--- src/rtl/convolutional_encoder_unit_macros.svh ---
// Assertion macros used by the convolutional encoder back end.
`ifndef CONVOLUTIONAL_ENCODER_UNIT_MACROS_SVH
`define CONVOLUTIONAL_ENCODER_UNIT_MACROS_SVH
`ifndef SYNTHESIS
`define CENC_ASSERT_IMP(label, ck, rst_n, ante, cons, msg) \
	label: assert property (@(posedge ck) disable iff (!rst_n) (ante) |-> (cons)) \
		else $error(msg);
`define CENC_ASSERT_NXT(label, ck, rst_n, ante, cons, msg) \
	label: assert property (@(posedge ck) disable iff (!rst_n) (ante) |=> (cons)) \
		else $error(msg);
`else
`define CENC_ASSERT_IMP(label, ck, rst_n, ante, cons, msg)
`define CENC_ASSERT_NXT(label, ck, rst_n, ante, cons, msg)
`endif
`endif

--- src/rtl/cenc_pkg.sv ---
// Types and constants shared by the convolutional encoder modules.
`timescale 1ns / 1ps
package cenc_pkg;
	localparam int MAX_K = 9;
	localparam int MAX_GEN = 4;
	localparam int ST_W = MAX_K - 1;
	localparam int K_W = $clog2(MAX_K + 1);
	localparam int MASK_W = 9;
	localparam int CODE_W = 4;
	localparam int CFG_IDX_W = 3;
	localparam int CFG_DATA_W = 9;
	localparam int Q_DEPTH = 4;
	localparam int Q_AW = $clog2(Q_DEPTH);
	localparam int Q_CW = $clog2(Q_DEPTH + 1);
	localparam logic [Q_CW-1:0] Q_FULL = Q_CW'(Q_DEPTH);

	typedef enum logic [CFG_IDX_W-1:0] {
		REG_CONSTRAINT_LENGTH = 3'd0,
		REG_NUM_GENERATORS    = 3'd1,
		REG_GENERATOR_0       = 3'd2,
		REG_GENERATOR_1       = 3'd3,
		REG_GENERATOR_2       = 3'd4,
		REG_GENERATOR_3       = 3'd5,
		REG_FEEDBACK_MASK     = 3'd6,
		REG_TERMINATE_ENABLE  = 3'd7
	} reg_idx_t;

	typedef struct packed {
		logic [K_W-1:0] k;
		logic [K_W-1:0] k_minus1;
		logic [MAX_GEN-1:0] gen_en;
		logic [MAX_GEN-1:0][MASK_W-1:0] gen;
		logic [MASK_W-1:0] fb;
		logic term;
	} cfg_t;

	typedef struct packed {
		logic info_bit;
		logic frame_end;
		logic tail_req;
	} q_item_t;
endpackage

--- src/rtl/cenc_if.sv ---
// Handshake interfaces for the input, result and configuration channels.
`timescale 1ns / 1ps
interface cenc_in_if;
	logic valid;
	logic ready;
	logic info_bit;
	logic frame_end;
	modport source (output valid, output info_bit, output frame_end, input ready);
	modport sink (input valid, input info_bit, input frame_end, output ready);
endinterface

interface cenc_out_if;
	logic valid;
	logic ready;
	logic [3:0] code_bits;
	logic is_tail;
	logic last_of_run;
	modport source (output valid, output code_bits, output is_tail, output last_of_run,
		input ready);
	modport sink (input valid, input code_bits, input is_tail, input last_of_run,
		output ready);
endinterface

interface cenc_cfg_if;
	logic valid;
	logic ready;
	logic [2:0] index;
	logic [8:0] data;
	modport source (output valid, output index, output data, input ready);
	modport sink (input valid, input index, input data, output ready);
endinterface

--- src/rtl/cenc_regs.sv ---
// Configuration register file with derived effective settings.
`timescale 1ns / 1ps
module cenc_regs
	import cenc_pkg::*;
(
	input logic clk,
	input logic arst_n,
	cenc_cfg_if.sink cfg,
	output cfg_t settings
);
	logic [3:0] k_raw_q;
	logic [2:0] n_raw_q;
	logic [MAX_GEN-1:0][MASK_W-1:0] gen_q;
	logic [MASK_W-1:0] fb_q;
	logic term_q;
	logic [3:0] n_eff;

	assign cfg.ready = 1'b1;

	always_ff @(posedge clk or negedge arst_n) begin
		if (!arst_n) begin
			k_raw_q <= 4'd7;
			n_raw_q <= 3'd2;
			gen_q[0] <= 9'd121;
			gen_q[1] <= 9'd91;
			gen_q[2] <= '0;
			gen_q[3] <= '0;
			fb_q <= '0;
			term_q <= 1'b0;
		end else if (cfg.valid && cfg.ready) begin
			case (cfg.index)
				REG_CONSTRAINT_LENGTH: k_raw_q <= cfg.data[3:0];
				REG_NUM_GENERATORS: n_raw_q <= cfg.data[2:0];
				REG_GENERATOR_0: gen_q[0] <= cfg.data;
				REG_GENERATOR_1: gen_q[1] <= cfg.data;
				REG_GENERATOR_2: gen_q[2] <= cfg.data;
				REG_GENERATOR_3: gen_q[3] <= cfg.data;
				REG_FEEDBACK_MASK: fb_q <= cfg.data;
				REG_TERMINATE_ENABLE: term_q <= cfg.data[0];
				default: ;
			endcase
		end
	end

	always_comb begin
		if (k_raw_q < 4'd2) begin
			settings.k = K_W'(2);
		end else if (K_W'(k_raw_q) > K_W'(MAX_K)) begin
			settings.k = K_W'(MAX_K);
		end else begin
			settings.k = K_W'(k_raw_q);
		end
		settings.k_minus1 = settings.k - K_W'(1);
		n_eff = (n_raw_q > 3'(MAX_GEN)) ? 4'(MAX_GEN) : 4'(n_raw_q);
		for (int p = 0; p < MAX_GEN; p++) begin
			settings.gen_en[p] = (p < int'(n_eff));
		end
		settings.gen = gen_q;
		settings.fb = fb_q;
		settings.term = term_q;
	end
endmodule

--- src/rtl/cenc_front.sv ---
// Front end: accepts input transactions, tags frame ends that need a tail, and queues them.
`timescale 1ns / 1ps
module cenc_front
	import cenc_pkg::*;
(
	input logic clk,
	input logic arst_n,
	cenc_in_if.sink info,
	input cfg_t settings,
	output logic q_valid,
	output q_item_t q_item,
	input logic q_pop
);
	q_item_t mem_q [Q_DEPTH];
	logic [Q_AW-1:0] wr_ptr_q;
	logic [Q_AW-1:0] rd_ptr_q;
	logic [Q_CW-1:0] count_q;
	logic push;

	assign info.ready = (count_q != Q_FULL);
	assign push = info.valid && info.ready;
	assign q_valid = (count_q != '0);
	assign q_item = mem_q[rd_ptr_q];

	always_ff @(posedge clk) begin
		if (push) begin
			mem_q[wr_ptr_q] <= '{info_bit: info.info_bit, frame_end: info.frame_end,
				tail_req: info.frame_end & settings.term};
		end
	end

	always_ff @(posedge clk or negedge arst_n) begin
		if (!arst_n) begin
			wr_ptr_q <= '0;
			rd_ptr_q <= '0;
			count_q <= '0;
		end else begin
			if (push) begin
				wr_ptr_q <= wr_ptr_q + Q_AW'(1);
			end
			if (q_pop) begin
				rd_ptr_q <= rd_ptr_q + Q_AW'(1);
			end
			case ({push, q_pop})
				2'b10: count_q <= count_q + Q_CW'(1);
				2'b01: count_q <= count_q - Q_CW'(1);
				default: ;
			endcase
		end
	end
endmodule

--- src/rtl/cenc_back.sv ---
// Back end: shift state, tail sequencer, parity generation and output register.
`timescale 1ns / 1ps
`include "convolutional_encoder_unit_macros.svh"
module cenc_back
	import cenc_pkg::*;
(
	input logic clk,
	input logic arst_n,
	input cfg_t settings,
	input logic q_valid,
	input q_item_t q_item,
	output logic q_pop,
	cenc_out_if.source code
);
	logic [ST_W-1:0] shift_q;
	logic [K_W-1:0] tail_cnt_q;
	logic out_valid_q;
	logic [CODE_W-1:0] code_q;
	logic is_tail_q;
	logic last_q;

	logic tail_active;
	logic adv;
	logic step_bit;
	logic step_last;
	logic frame_done;
	logic [MAX_K-1:0] kmask;
	logic [MAX_K-1:0] topbit;
	logic [ST_W-1:0] smask;
	logic [ST_W-1:0] st;
	logic [MAX_K-1:0] enc_a;
	logic [MAX_K-1:0] enc_b;
	logic fb_bit;
	logic [CODE_W-1:0] code_d;
	logic [ST_W-1:0] shift_d;

	assign tail_active = (tail_cnt_q != '0);
	assign adv = (tail_active || q_valid) && (!out_valid_q || code.ready);
	assign q_pop = adv && !tail_active;

	always_comb begin
		step_bit = tail_active ? 1'b0 : q_item.info_bit;
		if (tail_active) begin
			step_last = (tail_cnt_q == K_W'(1));
			frame_done = step_last;
		end else begin
			step_last = !q_item.tail_req;
			frame_done = q_item.frame_end && !q_item.tail_req;
		end
		for (int i = 0; i < MAX_K; i++) begin
			kmask[i] = (i < int'(settings.k));
			topbit[i] = (i == int'(settings.k_minus1));
		end
		for (int i = 0; i < ST_W; i++) begin
			smask[i] = (i < int'(settings.k_minus1));
		end
		st = shift_q & smask;
		enc_a = {1'b0, st} | (step_bit ? topbit : '0);
		fb_bit = ^(enc_a & settings.fb & kmask);
		if (settings.fb != '0) begin
			enc_b = {1'b0, st} | (fb_bit ? topbit : '0);
		end else begin
			enc_b = enc_a;
		end
		for (int p = 0; p < CODE_W; p++) begin
			code_d[p] = settings.gen_en[p] & (^(enc_b & settings.gen[p] & kmask));
		end
		shift_d = enc_b[MAX_K-1:1] & smask;
	end

	always_ff @(posedge clk or negedge arst_n) begin
		if (!arst_n) begin
			shift_q <= '0;
			tail_cnt_q <= '0;
			out_valid_q <= 1'b0;
		end else begin
			if (adv) begin
				shift_q <= frame_done ? '0 : shift_d;
				if (tail_active) begin
					tail_cnt_q <= tail_cnt_q - K_W'(1);
				end else if (q_item.tail_req) begin
					tail_cnt_q <= settings.k_minus1;
				end
				out_valid_q <= 1'b1;
			end else if (code.ready) begin
				out_valid_q <= 1'b0;
			end
		end
	end

	always_ff @(posedge clk) begin
		if (adv) begin
			code_q <= code_d;
			is_tail_q <= tail_active;
			last_q <= step_last;
		end
	end

	assign code.valid = out_valid_q;
	assign code.code_bits = code_q;
	assign code.is_tail = is_tail_q;
	assign code.last_of_run = last_q;

	`CENC_ASSERT_IMP(a_no_pop_in_tail, clk, arst_n, tail_active, !q_pop,
		"Queue popped while tail steps are pending.")
	`CENC_ASSERT_NXT(a_state_clear_at_frame_end, clk, arst_n, adv && frame_done,
		shift_q == '0, "Shift state not cleared after frame end.")
	`CENC_ASSERT_NXT(a_tail_marks_result, clk, arst_n, adv && tail_active,
		out_valid_q && is_tail_q, "Tail step did not produce a tail result.")
	`CENC_ASSERT_IMP(a_unused_gens_zero, clk, arst_n, adv,
		(code_d & ~settings.gen_en) == '0, "Inactive generator produced a code bit.")
endmodule

--- src/rtl/convolutional_encoder_unit.sv ---
// Top level of the rate 1/n convolutional encoder with feedback and frame tail.
// Usage:
// The info channel carries one information bit and a frame end flag per transaction.
// The code channel returns one transaction per encoder step, with one parity bit per
// active generator, a tail flag and a flag on the last result caused by an input.
// The cfg channel writes one register per transaction, by index, and is always ready;
// write it only while the encoder is idle.
// Each input is written into the queue and from there into the output register. Throughput
// is one input bit per cycle while the receiver does not stall; an input that ends a frame
// with termination enabled is followed by its K-1 tail steps, one per cycle, before the next.
// A four entry queue separates the input side from the encoder, so input keeps being
// taken while results stall. When the receiver stalls, the single output register holds
// and the back end waits; the queue fills and then deasserts ready on the info channel.
// Reset clears the shift state, the queue and the output register and loads the
// default configuration (K of 7, generators 121 and 91, no feedback, no tail).
`timescale 1ns / 1ps
module convolutional_encoder_unit
	import cenc_pkg::*;
(
	input logic clk,
	input logic arst_n,
	cenc_in_if.sink info,
	cenc_out_if.source code,
	cenc_cfg_if.sink cfg
);
	cfg_t settings;
	logic q_valid;
	q_item_t q_item;
	logic q_pop;

	cenc_regs u_regs (
		.clk(clk),
		.arst_n(arst_n),
		.cfg(cfg),
		.settings(settings)
	);

	cenc_front u_front (
		.clk(clk),
		.arst_n(arst_n),
		.info(info),
		.settings(settings),
		.q_valid(q_valid),
		.q_item(q_item),
		.q_pop(q_pop)
	);

	cenc_back u_back (
		.clk(clk),
		.arst_n(arst_n),
		.settings(settings),
		.q_valid(q_valid),
		.q_item(q_item),
		.q_pop(q_pop),
		.code(code)
	);
endmodule

--- src/flat_wrapper.sv ---
// flat-port wrapper written by rule: the top's interface ports become plain ports
module convolutional_encoder_unit_flat import cenc_pkg::*;
  (clk, arst_n, info_valid, info_info_bit, info_frame_end, info_ready, code_valid, code_code_bits, code_is_tail, code_last_of_run, code_ready, cfg_valid, cfg_index, cfg_data, cfg_ready);
  cenc_in_if info_i ();
  cenc_out_if code_i ();
  cenc_cfg_if cfg_i ();
  input logic clk;
  input logic arst_n;
  input wire logic [$bits(info_i.valid)-1:0] info_valid;
  input wire logic [$bits(info_i.info_bit)-1:0] info_info_bit;
  input wire logic [$bits(info_i.frame_end)-1:0] info_frame_end;
  output wire logic [$bits(info_i.ready)-1:0] info_ready;
  output wire logic [$bits(code_i.valid)-1:0] code_valid;
  output wire logic [$bits(code_i.code_bits)-1:0] code_code_bits;
  output wire logic [$bits(code_i.is_tail)-1:0] code_is_tail;
  output wire logic [$bits(code_i.last_of_run)-1:0] code_last_of_run;
  input wire logic [$bits(code_i.ready)-1:0] code_ready;
  input wire logic [$bits(cfg_i.valid)-1:0] cfg_valid;
  input wire logic [$bits(cfg_i.index)-1:0] cfg_index;
  input wire logic [$bits(cfg_i.data)-1:0] cfg_data;
  output wire logic [$bits(cfg_i.ready)-1:0] cfg_ready;
  assign info_i.valid = info_valid;
  assign info_i.info_bit = info_info_bit;
  assign info_i.frame_end = info_frame_end;
  assign info_ready = info_i.ready;
  assign code_valid = code_i.valid;
  assign code_code_bits = code_i.code_bits;
  assign code_is_tail = code_i.is_tail;
  assign code_last_of_run = code_i.last_of_run;
  assign code_i.ready = code_ready;
  assign cfg_i.valid = cfg_valid;
  assign cfg_i.index = cfg_index;
  assign cfg_i.data = cfg_data;
  assign cfg_ready = cfg_i.ready;
  convolutional_encoder_unit u_core (.clk(clk), .arst_n(arst_n), .info(info_i), .code(code_i), .cfg(cfg_i));
endmodule
--- config.mk ---
export PLATFORM = sky130hd
export DESIGN_NAME = convolutional_encoder_unit_flat
export DESIGN_NICKNAME = d
export VERILOG_FILES = /design/src/rtl/cenc_pkg.sv /design/src/rtl/cenc_if.sv /design/src/rtl/cenc_regs.sv /design/src/rtl/cenc_front.sv /design/src/rtl/cenc_back.sv /design/src/rtl/convolutional_encoder_unit.sv /design/src/flat_wrapper.sv
export VERILOG_INCLUDE_DIRS = /design/src /design/src/rtl
export SDC_FILE = /design/constraint.sdc
export NUM_CORES = 1
export LEC_CHECK = 0
export BUFFER_PORTS_ARGS = -buffer_cell sky130_fd_sc_hd__buf_2
export CAP_MARGIN = 5
export CORE_ASPECT_RATIO = 1.2
export CORE_MARGIN = 5
export CORE_UTILIZATION = 67
export CTS_CLUSTER_DIAMETER = 60
export CTS_CLUSTER_SIZE = 10
export DETAILED_ROUTE_END_ITERATION = 10
export HOLD_SLACK_MARGIN = 0.06
export PLACE_DENSITY = 0.86
export SLEW_MARGIN = 20
export SYNTH_ARGS = -nofsm -noshare
export SYNTH_HDL_FRONTEND = slang
export SYNTH_SLANG_ARGS = --single-unit
--- constraint.sdc ---
create_clock -name clk -period 14.9 [get_ports clk]
set_clock_uncertainty 0.05 [all_clocks]
set_input_delay 2.235 -clock clk [delete_from_list [all_inputs] [get_ports clk]]
set_output_delay 2.235 -clock clk [all_outputs]
set_load 0.02 [all_outputs]
==> summary.md <==
| Metric | Value |
|---|---|
| Run status | `finished clean` |
| Met3 global-route usage | `6.56%` |
| Final period utilization | `37.7%` |
| Leading area contributor after synthesis | `dfrtp_1` |
| Initial antenna violation count | `0` |
| Vias per cell | `6.55` |
| Setup WS post-layout | `9.28 ns` |
| Max Root-Sink Buffers | `2` |
| Placed Instance Area | `5660 sq um` |
| Worst vdd rail ir drop | `0.0865 mV` |
| Io pins | `28` |
| Met1 Use GR | `36.2%` |
| RSZ-0062 raised after global routing | `false` |
| Drt pass-1 iters | `5` |
| Nets | `558` |
| Post-synth top area share | `26.8%` |
| Crit-path max FO | `17` |
| Min-delay worst type | `flop to flop` |
| Fmax | `0.178 GHz` |
| IO Port Bufs | `26` |
| Critical path endpoint category | `flop` |
| XOR/XNOR share of the synthesized area | `7.78%` |
| Rel. slew slack | `31.6%` |
| Number of setup buffers added after CTS | `0` |
| # DRC | `0` |
| Tmin final | `5.62 ns` |
| # hold bufs at CTS | `0` |
| Syn_nets | `541` |
| Post-synthesis adder-cell area fraction | `3.55%` |
| Synth unique cells | `79` |
| Met2 GRT Util | `46.2%` |
| Syn Area/Cell | `10.8 sq um` |
| Vias in the first global route | `4124` |
| Die Span Y | `109 microns` |
| Slew @ Worst Pin | `1.02 ns` |
| Ant. Diodes | `0` |
| H-tree depth | `3` |
| Post-Synthesis Cells | `507` |
| Leakage | `0.00240 uW` |
| Total Neg Setup Slack | `0 ns` |
| Startpoint class of the critical path | `flop` |
| Fraction of registers with async set/reset | `80.2%` |
| Clock Latency Late Sink | `0.36 ns` |
| Core Rows | `36` |
| Cts bufs inserted | `9` |
| DP Wirelength | `9710 microns` |
| Number of warnings issued by yosys | `0` |
| Pre-CTS WS | `9.44 ns` |
| Post-Synthesis Cell Area | `5500 sq um` |
| CTS clock-pin slew for the worst setup and hold paths | `0.09 ns` |
| Share of layout cells above drive strength 1 | `25.0%` |
| # resized after CTS | `0` |
| Register bit total from synthesis | `91` |
| Detailed-route via count | `4086` |
| Total global routing overflow | `0` |
| Routed len/inst | `21.0 microns` |
| Hold WS | `0.447 ns` |
| Final setup violation count | `0` |
| RePlAce Congestion | `1.01` |
| Core area | `8060 sq um` |
| Setup CP Type | `flop to flop` |
| Cell Pwr Density | `138 nW/um^2` |
| Util after Layout | `72.5%` |
| Count of final hold-check violations | `0` |
| Die area | `10100 sq um` |
| Simple-gate area share of the yosys netlist | `15.3%` |
| Starting Density | `68.2%` |
| First-pass GRT wire length | `21400 microns` |
| GRT Util Overall | `27.9%` |
| Largest family of logic cells by synthesized area | `simple AND/OR/NAND/NOR gates` |
| Design Area, Final | `5840 sq um` |
| Starting DRT DRC Count | `327` |
| Worst EP required | `14.97 ns` |
| Layout area overhead | `6.21%` |
| CTS root buffer | `clkbuf_8` |
| Max Slew Vio Count | `0` |
| Largest net degree at the start of global routing | `74` |
| Sequential area share after synthesis | `43.4%` |
| Critical Path AT | `5.69 ns` |
| ANT nets after route | `0` |
| Clk sinks | `91` |
| Compound-gate portion of the synthesized area | `12.9%` |
| Ranking of synthesized cells by area | `dfrtp_1 27%, mux2_2 11%, edfxtp_1 9.8%` |
| Chip Width | `92.7 microns` |
| Ys flop type | `dfrtp_1` |
| Max_cap viols | `0` |
| Final wirelength | `13100 microns` |
| Mux cell area share after synthesis | `13.7%` |
| CTS tree | `done` |
| GRT busiest layer | `met2` |
| EDFF count, synth | `18` |
==> registers in the layout (all words and copies together) (netlist names) <==
signal	count
u_core.u_regs.term_q	1
u_core.u_regs.fb_q	9
u_core.u_regs.settings	36
u_core.u_front.wr_ptr_q	2
u_core.u_back.shift_q	8
u_core.u_regs.k_raw_q	4
u_core.u_front.mem_q	12
u_core.u_back.code.valid	1
u_core.u_back.code.code_bits	4
u_core.u_regs.n_raw_q	3
u_core.u_back.code.last_of_run	1
u_core.u_back.tail_cnt_q	4
u_core.u_back.code.is_tail	1
u_core.u_front.rd_ptr_q	2
u_core.u_front.count_q	3
==> kinds of logic (layout without fill, tap and decap cells) <==
| kind of cell | count (synthesis) | after routing |
|---|---|---|
| AOI/OAI and AO/OA | 97 | 97 |
| xor gates and xnor gates | 33 | 33 |
| adders and majority gates | 15 | 15 |
| buffers and inverters | 40 | 62 |
| DFF | 91 | 91 |
| muxes | 64 | 64 |
| other | 1 | 1 |
| and+or+nand+nor | 166 | 166 |
==> final timing paths <==
path,startpoint,endpoint,slack [ns],depth (start not counted)
max,u_core.u_regs.k_raw_q[2]$_DFFE_PN1P_,u_core.u_back.code.code_bits[2]$_DFFE_PP_,9.28,16
min in group asynchronous,arst_n,u_core.u_back.tail_cnt_q[3]$_DFFE_PN0P_,2.02,2
min reg2reg,u_core.u_back.shift_q[7]$_DFFE_PN0P_,u_core.u_back.shift_q[7]$_DFFE_PN0P_,0.45,2
min,u_core.u_back.shift_q[7]$_DFFE_PN0P_,u_core.u_back.shift_q[7]$_DFFE_PN0P_,0.45,2
max in group asynchronous,arst_n,u_core.u_regs.settings[27]$_DFFE_PN0P_,12.17,2
max reg2reg,u_core.u_regs.k_raw_q[2]$_DFFE_PN1P_,u_core.u_back.code.code_bits[2]$_DFFE_PP_,9.28,16
==> final cells by class <==
type                       count  area, sq um
sequential                    91         2380
clock inverter                 5         53.8
multi-input combinational    376         2940
fill                         566         2220
tap                           95          119
timing repair buffer          29          153
inverter                      17         63.8
clock buffer                  11          131
==> through the flow <==
step / cells / power, uW
after floorplan: 507 / 567
after global placement: 608 / 626
after detailed placement: 608 / 641
after CTS: 624 / 802
after global routing: 624 / 852
final: 624 / 804
==> worst max-delay path, stage by stage, from the launching register on <==
cell and delay, ns:
dfstp_2 0.46, or2_2 0.31, o21a_1 0.17, a21oi_1 0.32, ha_1 0.49, nor2b_1 0.28
o2bb2ai_1 0.47, nand2_1 0.24, o2111a_1 0.36, xor2_1 0.23, xor2_1 0.25, a21oi_2 0.11
o31ai_2 0.61, and3_4 0.27, mux2i_1 0.08, xnor3_1 0.36, mux2_4 0.30
==> synthesized netlist by cell type (5+ instances only) <==
| master | count |
|---|---|
| nand2_1 | 61 |
| dfrtp_1 | 59 |
| mux2_2 | 52 |
| nor2_1 | 24 |
| o21ai_0 | 24 |
| nand3_1 | 19 |
| edfxtp_1 | 18 |
| inv_1 | 17 |
| dfstp_2 | 14 |
| ha_1 | 14 |
| a21oi_1 | 12 |
| nand4_1 | 12 |
| xor2_1 | 12 |
| clkbuf_1 | 11 |
| xnor2_1 | 10 |
| xnor3_1 | 9 |
| mux2i_1 | 8 |
| buf_2 | 6 |
| o211ai_1 | 6 |
| and2_1 | 5 |
| and3_1 | 5 |
| nand2b_1 | 5 |
| nor3_1 | 5 |
| o22ai_1 | 5 |
==> cells in the final DEF (no fill, tap or decap), drive strengths merged, types with 6 or more instances in the layout <==
master	count
dfstp	14
mux2	53
xnor2	12
mux2i	8
a21oi	13
clkbuf	11
xor2	12
nand4	12
buf	29
and3	9
o211ai	6
nand2	61
edfxtp	18
ha	14
and2	6
inv	17
nor2	24
xnor3	9
dfrtp	59
nand3	19
o21ai	30
==> report_power, final <==
| part | switching [uW] | internal (uW) | total [uW] |
|---|---|---|---|
| logic | 156 | 110 | 266 |
| clock network | 85.8 | 77.2 | 163 |
| registers | 55.8 | 319 | 375 |
==> layer usage <==
| metal | vias up | part of all wire (%) |
|---|---|---|
| met5 | - | 0 |
| met4 | 0 | 2.4 |
| met2 | 159 | 48 |
| li1 | 1872 | - |
| met3 | 30 | 7.2 |
| met1 | 2025 | 42 |
Note: power is estimated with default switching activity, not from simulation.
